File: src/hw/rtl/clmc_pkg.sv
// clmc_pkg: shared types and constants for the clock lamp mode controller
// beat structs, event codes, mode codes and reset values; no dependencies
package clmc_pkg;

  localparam int COUNT_BITS = 16;
  localparam int KEY_BITS   = 16;
  localparam int LIGHT_BITS = 8;
  localparam int CMP_BITS   = (COUNT_BITS > KEY_BITS) ? COUNT_BITS : KEY_BITS;

  // event codes on the func field
  localparam logic [2:0] FUNC_TICK     = 3'd0;
  localparam logic [2:0] FUNC_SET      = 3'd1;
  localparam logic [2:0] FUNC_MODE     = 3'd2;
  localparam logic [2:0] FUNC_TOUCH    = 3'd3;
  localparam logic [2:0] FUNC_BASELINE = 3'd4;

  // configuration register indexes
  localparam int CFG_IDX_BITS = 1;
  localparam logic [CFG_IDX_BITS-1:0] REG_KEY_LEVEL     = 1'd0;
  localparam logic [CFG_IDX_BITS-1:0] REG_LIGHT_SECONDS = 1'd1;

  localparam logic [KEY_BITS-1:0]   KEY_LEVEL_RESET     = 16'd300;
  localparam logic [LIGHT_BITS-1:0] LIGHT_SECONDS_RESET = 8'd5;

  // mode codes as seen on the result beat
  localparam logic [1:0] MODE_CODE_NORMAL     = 2'd0;
  localparam logic [1:0] MODE_CODE_SET_HOUR   = 2'd1;
  localparam logic [1:0] MODE_CODE_SET_MINUTE = 2'd2;
  localparam logic [1:0] MODE_CODE_DEMO       = 2'd3;

  typedef enum logic [3:0] {
    MODE_NORMAL     = 4'b0001,
    MODE_SET_HOUR   = 4'b0010,
    MODE_SET_MINUTE = 4'b0100,
    MODE_DEMO       = 4'b1000
  } mode_t;

  // time constants
  localparam logic [5:0] SEC_WRAP    = 6'd60;
  localparam logic [5:0] MIN_WRAP    = 6'd60;
  localparam logic [3:0] H12_WRAP    = 4'd13;
  localparam logic [3:0] H12_MAX     = 4'd12;
  localparam logic [4:0] HDAY_WRAP   = 5'd24;
  localparam logic [4:0] HOUR_MORN   = 5'd7;
  localparam logic [4:0] HOUR_EVEN   = 5'd18;
  localparam logic [4:0] HOUR_MORN_OFF = 5'd8;
  localparam logic [4:0] HOUR_EVEN_OFF = 5'd19;

  localparam logic [5:0] SEC_RESET  = 6'd0;
  localparam logic [5:0] MIN_RESET  = 6'd1;
  localparam logic [3:0] H12_RESET  = 4'd6;
  localparam logic [4:0] HDAY_RESET = 5'd6;

  typedef struct packed {
    logic [2:0]            func;
    logic [COUNT_BITS-1:0] touch_count;
  } in_beat_t;

  typedef struct packed {
    logic [3:0] hour_twelve;
    logic [4:0] hour_day;
    logic [5:0] minute_now;
    logic [5:0] second_now;
    logic [1:0] mode_now;
    logic       lamp_on;
    logic       sun_on;
    logic       moon_on;
    logic       touch_enabled;
    logic       press_seen;
  } out_beat_t;

endpackage

File: src/hw/rtl/clock_lamp_mode_controller_top.sv
// clock_lamp_mode_controller_top: clock, mode, lamp timer and touch baseline logic
// depends on clmc_pkg for beat structs, codes and reset values
//
//  channel | direction | handshake          | beat
//  --------+-----------+--------------------+---------------------------------
//  in      | in        | in_valid/in_stall  | in_beat_t: func, touch_count
//  out     | out       | out_valid/out_stall| out_beat_t: time, mode, lamps
//  cfg     | in        | cfg_valid/cfg_ready| cfg_index, cfg_data
//
// every event beat passes the input register, then updates the clock state as it
// loads the result register; one beat per cycle sustained while out_stall is low
// rst is synchronous and active high; it brings back the power-on time 6:01:00,
// set-hour mode, lamp off and an empty baseline; cfg_ready is always high
// a stall on out holds the result register and, only if the input register is
// also full, raises in_stall in the same cycle
module clock_lamp_mode_controller_top
  import clmc_pkg::*;
(
  input  logic                    clk,
  input  logic                    rst,
  input  logic                    in_valid,
  output logic                    in_stall,
  input  in_beat_t                in_data,
  output logic                    out_valid,
  input  logic                    out_stall,
  output out_beat_t               out_data,
  input  logic                    cfg_valid,
  output logic                    cfg_ready,
  input  logic [CFG_IDX_BITS-1:0] cfg_index,
  input  logic [KEY_BITS-1:0]     cfg_data
);

  // configuration registers
  logic [KEY_BITS-1:0]   key_level;
  logic [LIGHT_BITS-1:0] light_seconds;

  // clock and lamp state
  logic [5:0]            seconds_reg;
  logic [5:0]            minutes_reg;
  logic [3:0]            hours_twelve_reg;
  logic [4:0]            hours_day_reg;
  mode_t                 mode_reg;
  logic                  sensing_armed;
  logic                  lamp_reg;
  logic [LIGHT_BITS-1:0] off_timer;
  logic [COUNT_BITS-1:0] baseline;
  logic                  baseline_loaded;

  // input register stage
  logic     s1_valid;
  in_beat_t s1_data;
  logic     s1_advance;
  logic     in_take;

  // next values
  logic [5:0]            seconds_next;
  logic [5:0]            minutes_next;
  logic [3:0]            hours_twelve_next;
  logic [4:0]            hours_day_next;
  mode_t                 mode_next;
  logic                  sensing_next;
  logic                  lamp_next;
  logic [LIGHT_BITS-1:0] off_timer_next;
  logic [COUNT_BITS-1:0] baseline_next;
  logic                  loaded_next;
  logic                  press;
  out_beat_t             result_next;

  // tick intermediates
  logic [5:0]            t_sec;
  logic [5:0]            t_min;
  logic [3:0]            t_h12;
  logic [4:0]            t_hday;
  logic                  t_forced;
  logic [LIGHT_BITS-1:0] t_timer_inc;

  // baseline arithmetic
  logic [COUNT_BITS:0]   bl_sum;
  logic [COUNT_BITS-1:0] bl_mean;
  logic [COUNT_BITS-1:0] bl_drop;
  logic                  day_hours;
  logic                  show;

  assign cfg_ready = 1'b1;

  always_ff @(posedge clk) begin
    if (rst) begin
      key_level     <= KEY_LEVEL_RESET;
      light_seconds <= LIGHT_SECONDS_RESET;
    end else if (cfg_valid && cfg_ready) begin
      case (cfg_index)
        REG_KEY_LEVEL:     key_level     <= cfg_data;
        REG_LIGHT_SECONDS: light_seconds <= cfg_data[LIGHT_BITS-1:0];
        default: ;
      endcase
    end
  end

  // input register advances whenever the result register is free or draining
  assign s1_advance = s1_valid && (!out_valid || !out_stall);
  assign in_stall   = s1_valid && out_valid && out_stall;
  assign in_take    = in_valid && !in_stall;

  always_ff @(posedge clk) begin
    if (rst) begin
      s1_valid <= 1'b0;
    end else if (in_take) begin
      s1_valid <= 1'b1;
    end else if (s1_advance) begin
      s1_valid <= 1'b0;
    end
  end

  always_ff @(posedge clk) begin
    if (in_take) begin
      s1_data <= in_data;
    end
  end

  // mean of baseline and count with the carry kept
  assign bl_sum  = {1'b0, baseline} + {1'b0, s1_data.touch_count};
  assign bl_mean = bl_sum[COUNT_BITS:1];
  assign bl_drop = baseline - s1_data.touch_count;

  // second tick: cascaded wraps of seconds, minutes and both hour counts
  always_comb begin
    t_sec  = seconds_reg + 6'd1;
    t_min  = minutes_reg;
    t_h12  = hours_twelve_reg;
    t_hday = hours_day_reg;
    if (t_sec == SEC_WRAP) begin
      t_min = minutes_reg + 6'd1;
      t_sec = '0;
    end
    if (t_min == MIN_WRAP) begin
      t_h12  = hours_twelve_reg + 4'd1;
      t_hday = hours_day_reg + 5'd1;
      t_min  = '0;
      t_sec  = '0;
    end
    if (t_h12 == H12_WRAP) begin
      t_h12 = 4'd1;
      t_min = '0;
      t_sec = '0;
    end
    if (t_hday == HDAY_WRAP) begin
      t_hday = '0;
    end
  end

  assign t_forced    = (t_hday == HOUR_MORN) || (t_hday == HOUR_EVEN);
  assign t_timer_inc = off_timer + LIGHT_BITS'(1);

  always_comb begin
    seconds_next      = seconds_reg;
    minutes_next      = minutes_reg;
    hours_twelve_next = hours_twelve_reg;
    hours_day_next    = hours_day_reg;
    mode_next         = mode_reg;
    sensing_next      = sensing_armed;
    lamp_next         = lamp_reg;
    off_timer_next    = off_timer;
    baseline_next     = baseline;
    loaded_next       = baseline_loaded;
    press             = 1'b0;

    case (s1_data.func)
      FUNC_TICK: begin
        seconds_next      = t_sec;
        minutes_next      = t_min;
        hours_twelve_next = t_h12;
        hours_day_next    = t_hday;
        // auto-off timer runs while the lamp is on and sensing is off, outside the forced hours
        if (!sensing_armed && lamp_reg && !t_forced) begin
          if (t_timer_inc == light_seconds) begin
            lamp_next      = 1'b0;
            sensing_next   = 1'b1;
            off_timer_next = '0;
          end else begin
            off_timer_next = t_timer_inc;
          end
        end
        // lamp forced on through the morning and evening hours
        if (t_forced) begin
          lamp_next    = 1'b1;
          sensing_next = 1'b0;
        end
        // end of a forced hour: lamp off, sensing rearmed
        if ((t_hday == HOUR_MORN_OFF || t_hday == HOUR_EVEN_OFF) &&
            t_min == '0 && t_sec == '0) begin
          lamp_next      = 1'b0;
          sensing_next   = 1'b1;
          off_timer_next = '0;
        end
        if (sensing_next && !t_forced) begin
          lamp_next = 1'b0;
        end
      end
      FUNC_SET: begin
        if (mode_reg == MODE_SET_HOUR) begin
          hours_twelve_next = hours_twelve_reg + 4'd1;
          hours_day_next    = hours_day_reg + 5'd1;
          if (hours_twelve_next > H12_MAX) begin
            hours_twelve_next = 4'd1;
          end
          if (hours_day_next == HDAY_WRAP) begin
            hours_day_next = '0;
          end
        end else if (mode_reg == MODE_SET_MINUTE) begin
          minutes_next = minutes_reg + 6'd1;
          if (minutes_next >= MIN_WRAP) begin
            minutes_next = '0;
          end
        end
      end
      FUNC_MODE: begin
        case (mode_reg)
          MODE_NORMAL:     mode_next = MODE_SET_HOUR;
          MODE_SET_HOUR:   mode_next = MODE_SET_MINUTE;
          MODE_SET_MINUTE: mode_next = MODE_DEMO;
          MODE_DEMO:       mode_next = MODE_NORMAL;
          default:         mode_next = MODE_NORMAL;
        endcase
        // back in normal mode the lamp lights and sensing rearms
        if (mode_next == MODE_NORMAL) begin
          sensing_next = 1'b1;
          lamp_next    = 1'b1;
        end else begin
          sensing_next = 1'b0;
        end
      end
      FUNC_TOUCH: begin
        if (mode_reg == MODE_NORMAL && sensing_armed) begin
          if (s1_data.touch_count > baseline) begin
            baseline_next = bl_mean;
          end else if (CMP_BITS'(bl_drop) > CMP_BITS'(key_level)) begin
            sensing_next = 1'b0;
            lamp_next    = 1'b1;
            press        = 1'b1;
          end else if (baseline != '0) begin
            baseline_next = baseline - COUNT_BITS'(1);
          end
        end
      end
      FUNC_BASELINE: begin
        loaded_next = 1'b1;
        if (!baseline_loaded) begin
          baseline_next = s1_data.touch_count;
        end else begin
          baseline_next = bl_mean;
        end
      end
      default: ;
    endcase
  end

  assign day_hours = (hours_day_next >= HOUR_MORN) && (hours_day_next < HOUR_EVEN);
  assign show      = lamp_next && (mode_next == MODE_NORMAL);

  always_comb begin
    result_next.hour_twelve   = hours_twelve_next;
    result_next.hour_day      = hours_day_next;
    result_next.minute_now    = minutes_next;
    result_next.second_now    = seconds_next;
    case (mode_next)
      MODE_NORMAL:     result_next.mode_now = MODE_CODE_NORMAL;
      MODE_SET_HOUR:   result_next.mode_now = MODE_CODE_SET_HOUR;
      MODE_SET_MINUTE: result_next.mode_now = MODE_CODE_SET_MINUTE;
      MODE_DEMO:       result_next.mode_now = MODE_CODE_DEMO;
      default:         result_next.mode_now = MODE_CODE_NORMAL;
    endcase
    result_next.lamp_on       = lamp_next;
    result_next.sun_on        = show && day_hours;
    result_next.moon_on       = show && !day_hours;
    result_next.touch_enabled = sensing_next;
    result_next.press_seen    = press;
  end

  // state commits together with the result register
  always_ff @(posedge clk) begin
    if (rst) begin
      seconds_reg      <= SEC_RESET;
      minutes_reg      <= MIN_RESET;
      hours_twelve_reg <= H12_RESET;
      hours_day_reg    <= HDAY_RESET;
      mode_reg         <= MODE_SET_HOUR;
      sensing_armed    <= 1'b0;
      lamp_reg         <= 1'b0;
      off_timer        <= '0;
      baseline         <= '0;
      baseline_loaded  <= 1'b0;
    end else if (s1_advance) begin
      seconds_reg      <= seconds_next;
      minutes_reg      <= minutes_next;
      hours_twelve_reg <= hours_twelve_next;
      hours_day_reg    <= hours_day_next;
      mode_reg         <= mode_next;
      sensing_armed    <= sensing_next;
      lamp_reg         <= lamp_next;
      off_timer        <= off_timer_next;
      baseline         <= baseline_next;
      baseline_loaded  <= loaded_next;
    end
  end

  always_ff @(posedge clk) begin
    if (rst) begin
      out_valid <= 1'b0;
    end else if (s1_advance) begin
      out_valid <= 1'b1;
    end else if (!out_stall) begin
      out_valid <= 1'b0;
    end
  end

  always_ff @(posedge clk) begin
    if (s1_advance) begin
      out_data <= result_next;
    end
  end

  // input only backs up when both stages are full and the output is held
  a_stall_cause: assert property (@(posedge clk) disable iff (rst)
    in_stall |-> (s1_valid && out_valid && out_stall))
    else $error("in_stall without a held result");

  // a press always lights the lamp and disarms sensing
  a_press_lamp: assert property (@(posedge clk) disable iff (rst)
    (out_valid && out_data.press_seen) |-> (out_data.lamp_on && !out_data.touch_enabled))
    else $error("press beat without lamp on and sensing off");

  // sun and moon only show with the lamp on in normal mode, never both
  a_sun_moon: assert property (@(posedge clk) disable iff (rst)
    (out_valid && (out_data.sun_on || out_data.moon_on)) |->
      (out_data.lamp_on && out_data.mode_now == MODE_CODE_NORMAL &&
       !(out_data.sun_on && out_data.moon_on)))
    else $error("sun or moon lamp shown outside normal lamp-on state");

  // time fields stay inside their dial ranges
  a_time_range: assert property (@(posedge clk) disable iff (rst)
    out_valid |-> (out_data.hour_day < HDAY_WRAP && out_data.minute_now < MIN_WRAP &&
                   out_data.second_now < SEC_WRAP && out_data.hour_twelve != 4'd0 &&
                   out_data.hour_twelve <= H12_MAX))
    else $error("time field out of range");

endmodule

File: config.mk
export PLATFORM = sky130hd
export DESIGN_NAME = clock_lamp_mode_controller_top
export DESIGN_NICKNAME = d
export VERILOG_FILES = /design/src/hw/rtl/clmc_pkg.sv /design/src/hw/rtl/clock_lamp_mode_controller_top.sv
export SDC_FILE = /design/constraint.sdc
export NUM_CORES = 1
export LEC_CHECK = 0
export BUFFER_PORTS_ARGS = -buffer_cell sky130_fd_sc_hd__buf_2
export CAP_MARGIN = 10
export CORE_MARGIN = 2
export CORE_UTILIZATION = 58
export DETAILED_ROUTE_END_ITERATION = 8
export PLACE_DENSITY = 0.78
export SYNTH_ARGS = -nofsm -noshare
export SYNTH_HDL_FRONTEND = slang
export SYNTH_SLANG_ARGS = --single-unit
File: constraint.sdc
create_clock -name clk -period 6.5 [get_ports clk]
set_clock_uncertainty 0.2 [all_clocks]
set_input_delay 1.3 -clock clk [delete_from_list [all_inputs] [get_ports clk]]
set_output_delay 1.3 -clock clk [all_outputs]
set_load 0.005 [all_outputs]
==> flow_summary.toml, run 1 <==
[outcome]
status = "completed"

[placement]
final_weighted_congestion_in_routability_driven_placement = 0.916
detailed_place_hpwl_microns = 15200
dp_cells = 1253
io_buffers = 70
pre_cts_slack_ns = 1.61

[clock_tree]
cts_buffer_depth = 2
cts_root_buffer = "sky130_fd_sc_hd__clkbuf_16"
cts_buffers = 17
hold_buffers = 0
reg_clk_slew_reported_paths_ns = 0.06
clock_sinks = 125
cts_repair_resize_count = 0
post-cts-setup-buffer-count = 0
cts_htree_levels = 4
clock_latency_ns = 0.43
tritoncts = "built"

[layout]
mostFrequentLayoutCells = "124 x sky130_fd_sc_hd__nand2_1, 103 x sky130_fd_sc_hd__nor2_1, 84 x sky130_fd_sc_hd__a21oi_1"
layout_commonest_cell = "sky130_fd_sc_hd__nand2_1"
drive_gt1_share_pct = 12.5
final_net_count = 1186
num_antenna_cells = 0
registers.top_by_ff_count = "out_data"
n_fill_cell = 1229
max_ffs_per_register = 28
areaGrowthSynthToFinish_pct = 12.1
final-instance-count-excl-fill = 1286
reg.largest.list = "out_data: 28 flops, s1_data: 19 flops"
final_core_util_pct = 66.2

[global_route]
number_of_antenna_violations_at_the_first_check_in_global_routing = 0
wire_length_of_the_first_global_routing_pass_microns = 35300
grt_util_all_layers_pct = 27.4
number_of_global_route_vias_before_repair = 7301
grt_remaining_overflow = 0
grt_max_degree = 60

[synth]
synth-seq-area-share_pct = 34.7
synthAdderAreaFrac_pct = 8.36
synth_simple_gate_area_share_pct = 20.3
synthXorXnorAreaFrac_pct = 6.35
synth-compound-area-share_pct = 23.9
synth_enable_flop_cells = 47
post_synth_mux_area_share_pct = 0.965
ys_dominant_reg_cell = "sky130_fd_sc_hd__dfxtp_1"
synth_top_family_by_area = "compound AO/OA/AOI/OAI gates"
ys_async_sr_fraction_pct = 0
synth.distinct_cells = 80
yosys_warnings = 0
netlist_area_sq_um = 8560
ys_seq_elements = 125
synthesis.nets = 1143
syn-instance-count = 1046
synth_area_per_cell_sq_um = 8.18

[power]
ir_worst_vdd_mv = 0.189
fin_total_pwr_mw = 2.12
power_density_nw_per_um2 = 221
static-leakage-power_nw = 3.79

[floorplanning]
design.portCount = 72
y_dimension_of_the_die_microns = 125
floorplan.rows = 44
die_area_sq_um = 15700
initial_core_util_pct = 59.1
core_sq_um = 14500
die_w_microns = 125

[sta]
timing.setup.tns_ns = 0
timing.final.hold_violations = 0
worstMarginPinSlew_ns = 1.08
timing.final.max_slew_violations = 0
post-route-min-period_ns = 4.95
setup_viol = 0
worst_slack_ns = 1.55
final.period_utilization_pct = 76.1
grt_setup_unrepaired = "no"
max-slew-margin-rel_pct = 28.2
fmax_mhz = 202

[setup_path]
critical_path.endpoint_type = "flip-flop"
crit_path_top_delay_cell = "sky130_fd_sc_hd__edfxtp_1"
timing.critical_path.cells = "inv_1, ha_1, nor2b_1, o21ai_0, a21oi_1, o21ai_0, nand2b_1, a31oi_1, o2111ai_1, a31oi_1, xnor2_1, ha_1, nand4_1, nor2_1, nand3_1, o32ai_1, a31oi_1, inv_1, o41ai_1, a31oi_2, buf_4, o21ai_0, o221a_2"
critical_path_peak_fanout = 32
crit_required_ns = 6.63
worst-r2r-setup-slack_ns = 1.55
startpoint_type = "flip-flop"
crit_path_max_incr_delay_ns = 0.41
timing_worst_setup_path_type = "reg2reg"
cp_data_arrival_time_ns = 5.07

[run]
max-cap-violations = 0

[worst_hold_path]
holdCritPathClass = "reg2reg"

[detailed_routing]
detail_route.first_pass.iterations = 6
via_count = 7941
drt-vias-per-instance = 6.17
ant_nets = 0
wl_per_cell_microns = 16.5
drt-initial-drc-count = 855
drt_drc_violations_left = 0
detail_route.wirelength_microns = 21200
[area by class of cell]
| class | instances | area, sq um | share of cell area, % |
|---|---|---|---|
| flip-flops and latches | 125 | 2970 | 31.0 |
| inverters | 60 | 226 | 2.36 |
| well taps | 184 | 230 | 2.40 |
| clock inverters | 15 | 166 | 1.73 |
| multi-input cells | 806 | 5150 | 53.7 |
| clock buffers | 17 | 425 | 4.44 |
| repair buffers | 79 | 422 | 4.40 |
[final timing paths]
check,to,start,cells past startpoint
setup / recovery,baseline[13]$_SDFFE_PP0P_,s1_data[1]$_DFFE_PP_,23
hold / removal,key_level[12]$_SDFFE_PP0P_,key_level[12]$_SDFFE_PP0P_,2
hold reg to reg,key_level[12]$_SDFFE_PP0P_,key_level[12]$_SDFFE_PP0P_,2
setup reg to reg,baseline[13]$_SDFFE_PP0P_,s1_data[1]$_DFFE_PP_,23
[per-layer routing]
layer	vias to the layer above	track usage [%]	routed length (microns)
met3	52	4.75	1420
met5	-	0	0
met4	0	12.4	678
met1	3713	38.1	9790
li1	3858	-	-
met2	318	41.7	9360
[per-stage QoR]
stage	hold slack (ns)	cell area, sq um
6_report	0.251	9590
5_1_grt	0.279	9590
4_1_cts	0.255	9580
3_5_place_dp	0.247	8990
3_3_place_gp	0.244	8990
2_1_floorplan	0.236	8560
[synthesized netlist by cell type, drive strengths merged (3+ instances only)]
library cell,instances,share of area (%)
dfxtp,78,18
nand2,124,5.4
nand3,31,1.8
o21bai,10,1.0
a311oi,4,0.41
nand3b,3,0.26
ha,54,7.9
clkbuf,45,2.0
a211oi,36,3.2
o41ai,3,0.31
o2111ai,3,0.31
buf,10,0.72
nand2b,14,1.0
o31ai,9,0.79
inv,58,2.5
xor2,16,1.6
o211ai,17,1.5
edfxtp,47,16
or4,4,0.39
a21boi,3,0.26
nor4,7,0.51
and3,12,0.88
or3,5,0.42
nand4,10,0.73
o21ai,60,3.6
a211o,4,0.41
mux2i,6,0.70
a21o,8,0.70
a22o,8,0.82
a21oi,84,4.9
a22oi,4,0.41
xnor2,46,4.7
nor2b,10,0.73
nor3b,4,0.35
o32ai,5,0.78
nor3,29,1.8
a2111oi,3,0.31
nor2,104,4.6
and2,5,0.37
a31oi,24,1.8
a31o,3,0.31
o21a,8,0.70
[kinds of logic after synthesis]
group                    Yosys count
AO/OA/AOI/OAI                    309
XOR/XNOR                          62
adder cells (fa/ha/maj)           56
buffers and inverters            115
flip-flops                       125
multiplexers                       8
other                              1
AND/OR/NAND/NOR                  370
[power by group]
| part | switching (mW) | leakage, nW | internal [mW] |
|---|---|---|---|
| Sequential | 0.0310 | 1.08 | 0.845 |
| Combinational | 0.171 | 2.43 | 0.115 |
| Clock | 0.386 | 0.286 | 0.570 |
| Total | 0.588 | 3.79 | 1.53 |
[worst max-delay path: cells and delay by family, from the launching register on]
kind / cells / cell delay, ns
AOI/OAI and AO/OA: 12 / 2.40
buffers and inverters: 3 / 0.59
adders and majority gates: 2 / 0.57
and+or+nand+nor: 5 / 0.56
DFF: 1 / 0.41
xor gates and xnor gates: 1 / 0.09
Note: power is estimated with default switching activity, not from simulation.
==> inputs of run 2 (changes only) <==
==> constraint.sdc (replaced) <==
create_clock -name clk -period 5.1 [get_ports clk]
set_clock_uncertainty 0.2 [all_clocks]
set_input_delay 1.02 -clock clk [delete_from_list [all_inputs] [get_ports clk]]
set_output_delay 1.02 -clock clk [all_outputs]
set_load 0.005 [all_outputs]
==> flow_summary.toml, run 2 (synthesis gave the netlist of run 1 again) <==
[clock_tree]
cts_htree_levels = 4
clock_latency_ns = 0.43
cts_buffers = 17
cts_buffer_depth = 2
cts_root_buffer = "sky130_fd_sc_hd__clkbuf_16"
reg_clk_slew_reported_paths_ns = 0.06
hold_buffers = 0
tritoncts = "built"
clock_sinks = 125

[floorplanning]
core_sq_um = 14500
y_dimension_of_the_die_microns = 125
die_w_microns = 125
die_area_sq_um = 15700
initial_core_util_pct = 59.1
floorplan.rows = 44
design.portCount = 72

[layout]
areaGrowthSynthToFinish_pct = 12.4
final-instance-count-excl-fill = 1286
registers.top_by_ff_count = "out_data"
num_antenna_cells = 0
final_core_util_pct = 66.4
layout_commonest_cell = "sky130_fd_sc_hd__nand2_1"
mostFrequentLayoutCells = "124 x sky130_fd_sc_hd__nand2_1, 103 x sky130_fd_sc_hd__nor2_1, 84 x sky130_fd_sc_hd__a21oi_1"
final_net_count = 1186
finish.instance_area_sq_um = 9620
drive_gt1_share_pct = 12.6
max_ffs_per_register = 28
reg.largest.list = "out_data: 28 flops, s1_data: 19 flops"

[global_route]
wire_length_of_the_first_global_routing_pass_microns = 35100
grt_util_all_layers_pct = 27.1
number_of_antenna_violations_at_the_first_check_in_global_routing = 0
grt_remaining_overflow = 0
grt_max_degree = 59
number_of_global_route_vias_before_repair = 7294

[run]
max-cap-violations = 0

[power]
ir_worst_vdd_mv = 0.236
switching_power_of_the_nets_mw = 0.757
power_share_of_the_clock_group_pct = 45.2
comb_power_share_pct = 13.5
power_density_nw_per_um2 = 282
seq_power_share_pct = 41.2
static-leakage-power_nw = 3.80
internal-power_mw = 1.95
sw_frac_of_total_pct = 28.0

[setup_path]
cp.buffers_inverters = 1
timing_worst_setup_path_type = "reg2reg"
critical_path_peak_fanout = 4
crit_path_top_delay_cell = "sky130_fd_sc_hd__edfxtp_1"
critical_path.endpoint_type = "flip-flop"
crit_required_ns = 5.08
startpoint_type = "flip-flop"
timing.critical_path.cells = "inv_1, ha_1, nor2b_1, o21ai_0, a21oi_1, o21ai_0, nand2b_1, a31oi_4, o2111ai_1, a31oi_1, xnor2_1, ha_1, nand4_1, nor2_1, nand3_1, o32ai_1, a31oi_1, and3_1, nor3_1, o21a_1, a21oi_1, and2_1"
cp_data_arrival_time_ns = 4.70
crit_path_max_incr_delay_ns = 0.41
path_delay_family = "compound AO/OA/AOI/OAI gates"

[sta]
setup_viol = 0
fmax_mhz = 212
timing.final.max_slew_violations = 0
grt_setup_unrepaired = "no"
worstMarginPinSlew_ns = 1.10
timing.setup.tns_ns = 0
finalHoldWorstSlack_ns = 0.257
final.period_utilization_pct = 92.6
post-route-min-period_ns = 4.72
max-slew-margin-rel_pct = 26.6
timing.final.hold_violations = 0

[detailed_routing]
ant_nets = 0
wl_per_cell_microns = 16.5
via_count = 7883
detail_route.wirelength_microns = 21300
detail_route.first_pass.iterations = 6
drt-initial-drc-count = 711
drt_drc_violations_left = 0
drt-vias-per-instance = 6.13

[placement]
dp_cells = 1253
final_weighted_congestion_in_routability_driven_placement = 0.943
placed_standard_cell_area_sq_um = 8990
detailed_place_hpwl_microns = 15300
io_buffers = 70

[worst_hold_path]
holdCritPathClass = "reg2reg"

[outcome]
status = "completed"
## run 2: changes by cell type in the layout (fill, tap and decap cells not counted), sizes merged
| cell | change |
|---|---|
| clkinvlp | -2 |
| clkinv | +1 |
| inv | +1 |
## run 2: routing by layer
layer,vias up,global-route usage [%],wire length [microns]
li1,3868,-,-
met1,3690,37.7,9690
met2,281,41.8,9650
met3,44,5.56,1390
met4,0,10.0,546
met5,-,0,0
## run 2: worst register-to-register path, cell delays in order, from the launching register on
cell                        delay (ns)
sky130_fd_sc_hd__edfxtp_1         0.41
sky130_fd_sc_hd__inv_1            0.16
sky130_fd_sc_hd__ha_1             0.26
sky130_fd_sc_hd__nor2b_1          0.13
sky130_fd_sc_hd__o21ai_0          0.20
sky130_fd_sc_hd__a21oi_1          0.12
sky130_fd_sc_hd__o21ai_0          0.15
sky130_fd_sc_hd__nand2b_1         0.13
sky130_fd_sc_hd__a31oi_4          0.25
sky130_fd_sc_hd__o2111ai_1        0.19
sky130_fd_sc_hd__a31oi_1          0.24
sky130_fd_sc_hd__xnor2_1          0.09
sky130_fd_sc_hd__ha_1             0.31
sky130_fd_sc_hd__nand4_1          0.10
sky130_fd_sc_hd__nor2_1           0.15
sky130_fd_sc_hd__nand3_1          0.13
sky130_fd_sc_hd__o32ai_1          0.28
sky130_fd_sc_hd__a31oi_1          0.12
sky130_fd_sc_hd__and3_1           0.24
sky130_fd_sc_hd__nor3_1           0.18
sky130_fd_sc_hd__o21a_1           0.20
sky130_fd_sc_hd__a21oi_1          0.09
sky130_fd_sc_hd__and2_1           0.16
## run 2: worst paths after layout
check	start	end	slack (ns)	cells after the start
worst max register to register	s1_data[1]$_DFFE_PP_	out_data[2]$_DFFE_PP_	0.38	22
worst min-delay path	key_level[1]$_SDFFE_PP0P_	key_level[1]$_SDFFE_PP0P_	0.26	2
worst max-delay path	s1_data[1]$_DFFE_PP_	out_data[2]$_DFFE_PP_	0.38	22
worst min register to register	key_level[1]$_SDFFE_PP0P_	key_level[1]$_SDFFE_PP0P_	0.26	2
## run 2: through the flow
step	power (mW)	setup WS, ns
final	2.71	0.379
after global placement	1.48	0.420
after detailed placement	1.49	0.244
after CTS	2.71	0.229
after global routing	2.81	0.0485
after floorplan	1.39	0.733
## run 2: final cells by class
type	instances	area (sq um)
clock inverter	15	164
timing repair buffer	79	425
fill	1227	4860
multi-input combinational	806	5170
sequential	125	2970
clock buffer	17	425
inverter	60	226
tap	184	230
## run 2: power groups by stage
stage          logic (mW)  registers, mW  clock network (mW)
6_report            0.366           1.12                1.23
5_1_grt             0.409           1.12                1.28
4_1_cts             0.360           1.12                1.24
3_5_place_dp        0.355           1.14                   0
3_3_place_gp        0.347           1.14                   0
2_1_floorplan       0.269           1.12                   0
## run 2: what timing repair did
item | in CTS | in global routing
endpoints found under the setup margin | 0 | 17
endpoints found under the hold margin | 0 | 0
buffers inserted | 0 | 0
gates resized for setup | 0 | 6
==> inputs of run 3 (changes only) <==
--- a/config.mk
+++ b/config.mk
@@ -5,6 +5,7 @@
 export SDC_FILE = /design/constraint.sdc
 export NUM_CORES = 1
 export LEC_CHECK = 0
+export ABC_AREA = 1
 export BUFFER_PORTS_ARGS = -buffer_cell sky130_fd_sc_hd__buf_2
 export CAP_MARGIN = 10
 export CORE_MARGIN = 2
==> flow_summary.toml, run 3 <==
[layout]
layout_commonest_cell = "sky130_fd_sc_hd__nand2_1"
mostFrequentLayoutCells = "186 x sky130_fd_sc_hd__nand2_1, 168 x sky130_fd_sc_hd__inv_1, 116 x sky130_fd_sc_hd__o21ai_0, 116 x sky130_fd_sc_hd__a21oi_1, 99 x sky130_fd_sc_hd__nor2_1"
num_antenna_cells = 0
n_fill_cell = 1190
registers.top_by_ff_count = "out_data"
max_ffs_per_register = 28
multiInputGateArea_sq_um = 4740
drive_gt1_share_pct = 12.1
final_net_count = 1327
seq_area_sq_um = 2970
reg.largest.list = "out_data: 28 flops, s1_data: 19 flops"
areaGrowthSynthToFinish_pct = 13.4
final_core_util_pct = 66.9

[synth]
synth_area_per_cell_sq_um = 7.29
synth-seq-area-share_pct = 34.8
synth_top_family_by_area = "simple AND/OR/NAND/NOR gates"
netlist_area_sq_um = 8540
synth_enable_flop_cells = 47
synth-compound-area-share_pct = 19.6
synth_simple_gate_area_share_pct = 21.9
synth_most_common_cell = "sky130_fd_sc_hd__nand2_1"
ys_async_sr_fraction_pct = 0
ys_dominant_reg_cell = "sky130_fd_sc_hd__dfxtp_1"
ys_seq_elements = 125
synthTopCellsByCount = "186 x sky130_fd_sc_hd__nand2_1, 170 x sky130_fd_sc_hd__inv_1, 118 x sky130_fd_sc_hd__o21ai_0"
yosys_warnings = 0
synth.distinct_cells = 53
syn-instance-count = 1171
synthDominantAreaCellType = "sky130_fd_sc_hd__dfxtp_1"
synthAdderAreaFrac_pct = 8.38
synthesis.nets = 1268
post_synth_mux_area_share_pct = 0
synthDominantCellAreaShare_pct = 18.3
synthXorXnorAreaFrac_pct = 5.33
synthTopCellsByArea = "sky130_fd_sc_hd__dfxtp_1 18%, sky130_fd_sc_hd__edfxtp_1 17%, sky130_fd_sc_hd__nand2_1 8.2%"

[sta]
finalHoldWorstSlack_ns = 0.265
grt_setup_unrepaired = "no"
max-slew-margin-rel_pct = 46.6
worstMarginPinSlew_ns = 0.799
timing.final.max_slew_violations = 0
timing.setup.tns_ns = 0
worst_slack_ns = 0.421
setup_viol = 0
timing.final.hold_violations = 0
post-route-min-period_ns = 4.68
final.period_utilization_pct = 91.7
fmax_mhz = 214

[global_route]
number_of_antenna_violations_at_the_first_check_in_global_routing = 0
met3_usage_pct = 4.88
wire_length_of_the_first_global_routing_pass_microns = 33200
number_of_global_route_vias_before_repair = 7198
gr-max-usage-layer = "met2"
grt_util_all_layers_pct = 25.6
grt_remaining_overflow = 0
global_route.usage.met1_pct = 33.7
grt_max_degree = 43
grt_util_met2_pct = 41.8

[detailed_routing]
detail_route.first_pass.iterations = 5
wl_per_cell_microns = 14.1
drt-vias-per-instance = 5.61
drt-initial-drc-count = 758
via_count = 8008
detail_route.wirelength_microns = 20200
drt_drc_violations_left = 0
ant_nets = 0

[placement]
io_buffers = 70
pre_cts_slack_ns = 0.449
final_weighted_congestion_in_routability_driven_placement = 0.935
detailed_place_hpwl_microns = 14400

[floorplanning]
die_area_sq_um = 15700
y_dimension_of_the_die_microns = 125
floorplan.rows = 44
core_sq_um = 14500
initial_core_util_pct = 59.0
die_w_microns = 125
design.portCount = 72

[power]
fin_total_pwr_mw = 2.91
power_density_nw_per_um2 = 300
static-leakage-power_nw = 4.49
ir_worst_vdd_mv = 0.296

[setup_path]
timing_worst_setup_path_type = "reg2reg"
critical_path_peak_fanout = 12
critical_path.endpoint_type = "flip-flop"
startpoint_type = "flip-flop"
crit_path_start = "s1_data[4]$_DFFE_PP_"
crit_required_ns = 5.21
cp_data_arrival_time_ns = 4.79
critical_path.reg2reg.startpoint = "s1_data[4]$_DFFE_PP_"

[clock_tree]
clock_latency_ns = 0.42
cts_buffers = 17
clock_sinks = 125
cts_buffer_depth = 2
reg_clk_slew_reported_paths_ns = 0.06
cts_root_buffer = "sky130_fd_sc_hd__clkbuf_16"
tritoncts = "built"
cts_htree_levels = 4

[worst_hold_path]
holdCritPathClass = "reg2reg"
startpoint_of_the_worst_hold_path = "key_level[9]$_SDFFE_PP0P_"

[outcome]
status = "completed"

[run]
max-cap-violations = 0
[run 3: through the flow]
step / area [sq um] / std cells
after detailed placement: 9000 / 1393
after floorplan: 8540 / 1171
final: 9680 / 1427
after global routing: 9680 / 1427
after global placement: 9000 / 1393
after CTS: 9650 / 1425
[run 3: worst max-delay path: stages (launching register included)]
cell	delay (ns)
sky130_fd_sc_hd__edfxtp_1	0.38
sky130_fd_sc_hd__inv_1	0.09
sky130_fd_sc_hd__ha_1	0.31
sky130_fd_sc_hd__inv_1	0.17
sky130_fd_sc_hd__o21ai_0	0.17
sky130_fd_sc_hd__a221oi_2	0.31
sky130_fd_sc_hd__o21ai_1	0.18
sky130_fd_sc_hd__a21oi_1	0.16
sky130_fd_sc_hd__o21bai_1	0.11
sky130_fd_sc_hd__a21oi_1	0.14
sky130_fd_sc_hd__o21bai_1	0.10
sky130_fd_sc_hd__a21oi_1	0.16
sky130_fd_sc_hd__nor2_1	0.05
sky130_fd_sc_hd__nor2_1	0.12
sky130_fd_sc_hd__xor2_1	0.16
sky130_fd_sc_hd__inv_1	0.06
sky130_fd_sc_hd__ha_1	0.32
sky130_fd_sc_hd__nand3_1	0.09
sky130_fd_sc_hd__nor3_1	0.18
sky130_fd_sc_hd__nand2_1	0.09
sky130_fd_sc_hd__o2111ai_1	0.11
sky130_fd_sc_hd__nand3_1	0.11
sky130_fd_sc_hd__a21oi_1	0.19
sky130_fd_sc_hd__nor3_2	0.07
sky130_fd_sc_hd__buf_6	0.14
sky130_fd_sc_hd__buf_4	0.16
sky130_fd_sc_hd__o21ai_0	0.17
sky130_fd_sc_hd__nor2_1	0.06
[run 3: area by class of cell]
cell class | count | area share [%]
multi-input cells | 832 | 48.9
flip-flops and latches | 125 | 30.7
inverters | 172 | 6.76
clock buffers | 28 | 6.33
repair buffers | 82 | 4.59
well taps | 184 | 2.38
clock inverters | 4 | 0.297
[run 3: kinds of logic after synthesis]
group,count (synthesis)
xor gates and xnor gates,52
buffers and inverters,214
other,1
AOI/OAI and AO/OA,301
adders and majority gates,56
DFF,125
and+or+nand+nor,422
[run 3: worst paths after layout]
check,end,slack [ns],cells after the start
max,baseline[6]$_SDFFE_PP0P_,0.42,27
max reg2reg,baseline[6]$_SDFFE_PP0P_,0.42,27
min,key_level[9]$_SDFFE_PP0P_,0.27,2
min reg2reg,key_level[9]$_SDFFE_PP0P_,0.27,2
[run 3: metal layers]
layer  wire length [microns]  part of all wire, %  vias up
met5                       0                    0        -
met4                     522                  2.6        0
met3                    1260                  6.2       47
met2                    9440                   47      280
met1                    8940                   44     3635
li1                        -                    -     4046
[run 3: repair_timing]
item,in CTS,in global routing
hold endpoints to repair,0,0
setup endpoints to repair,0,6
gates resized for setup,0,7
buffers inserted,0,2
hold buffers,0,0
[run 3: power by group]
group          internal (mW)  switching [mW]
sequential              1.10          0.0405
clock                  0.823           0.449
combinational          0.182           0.317
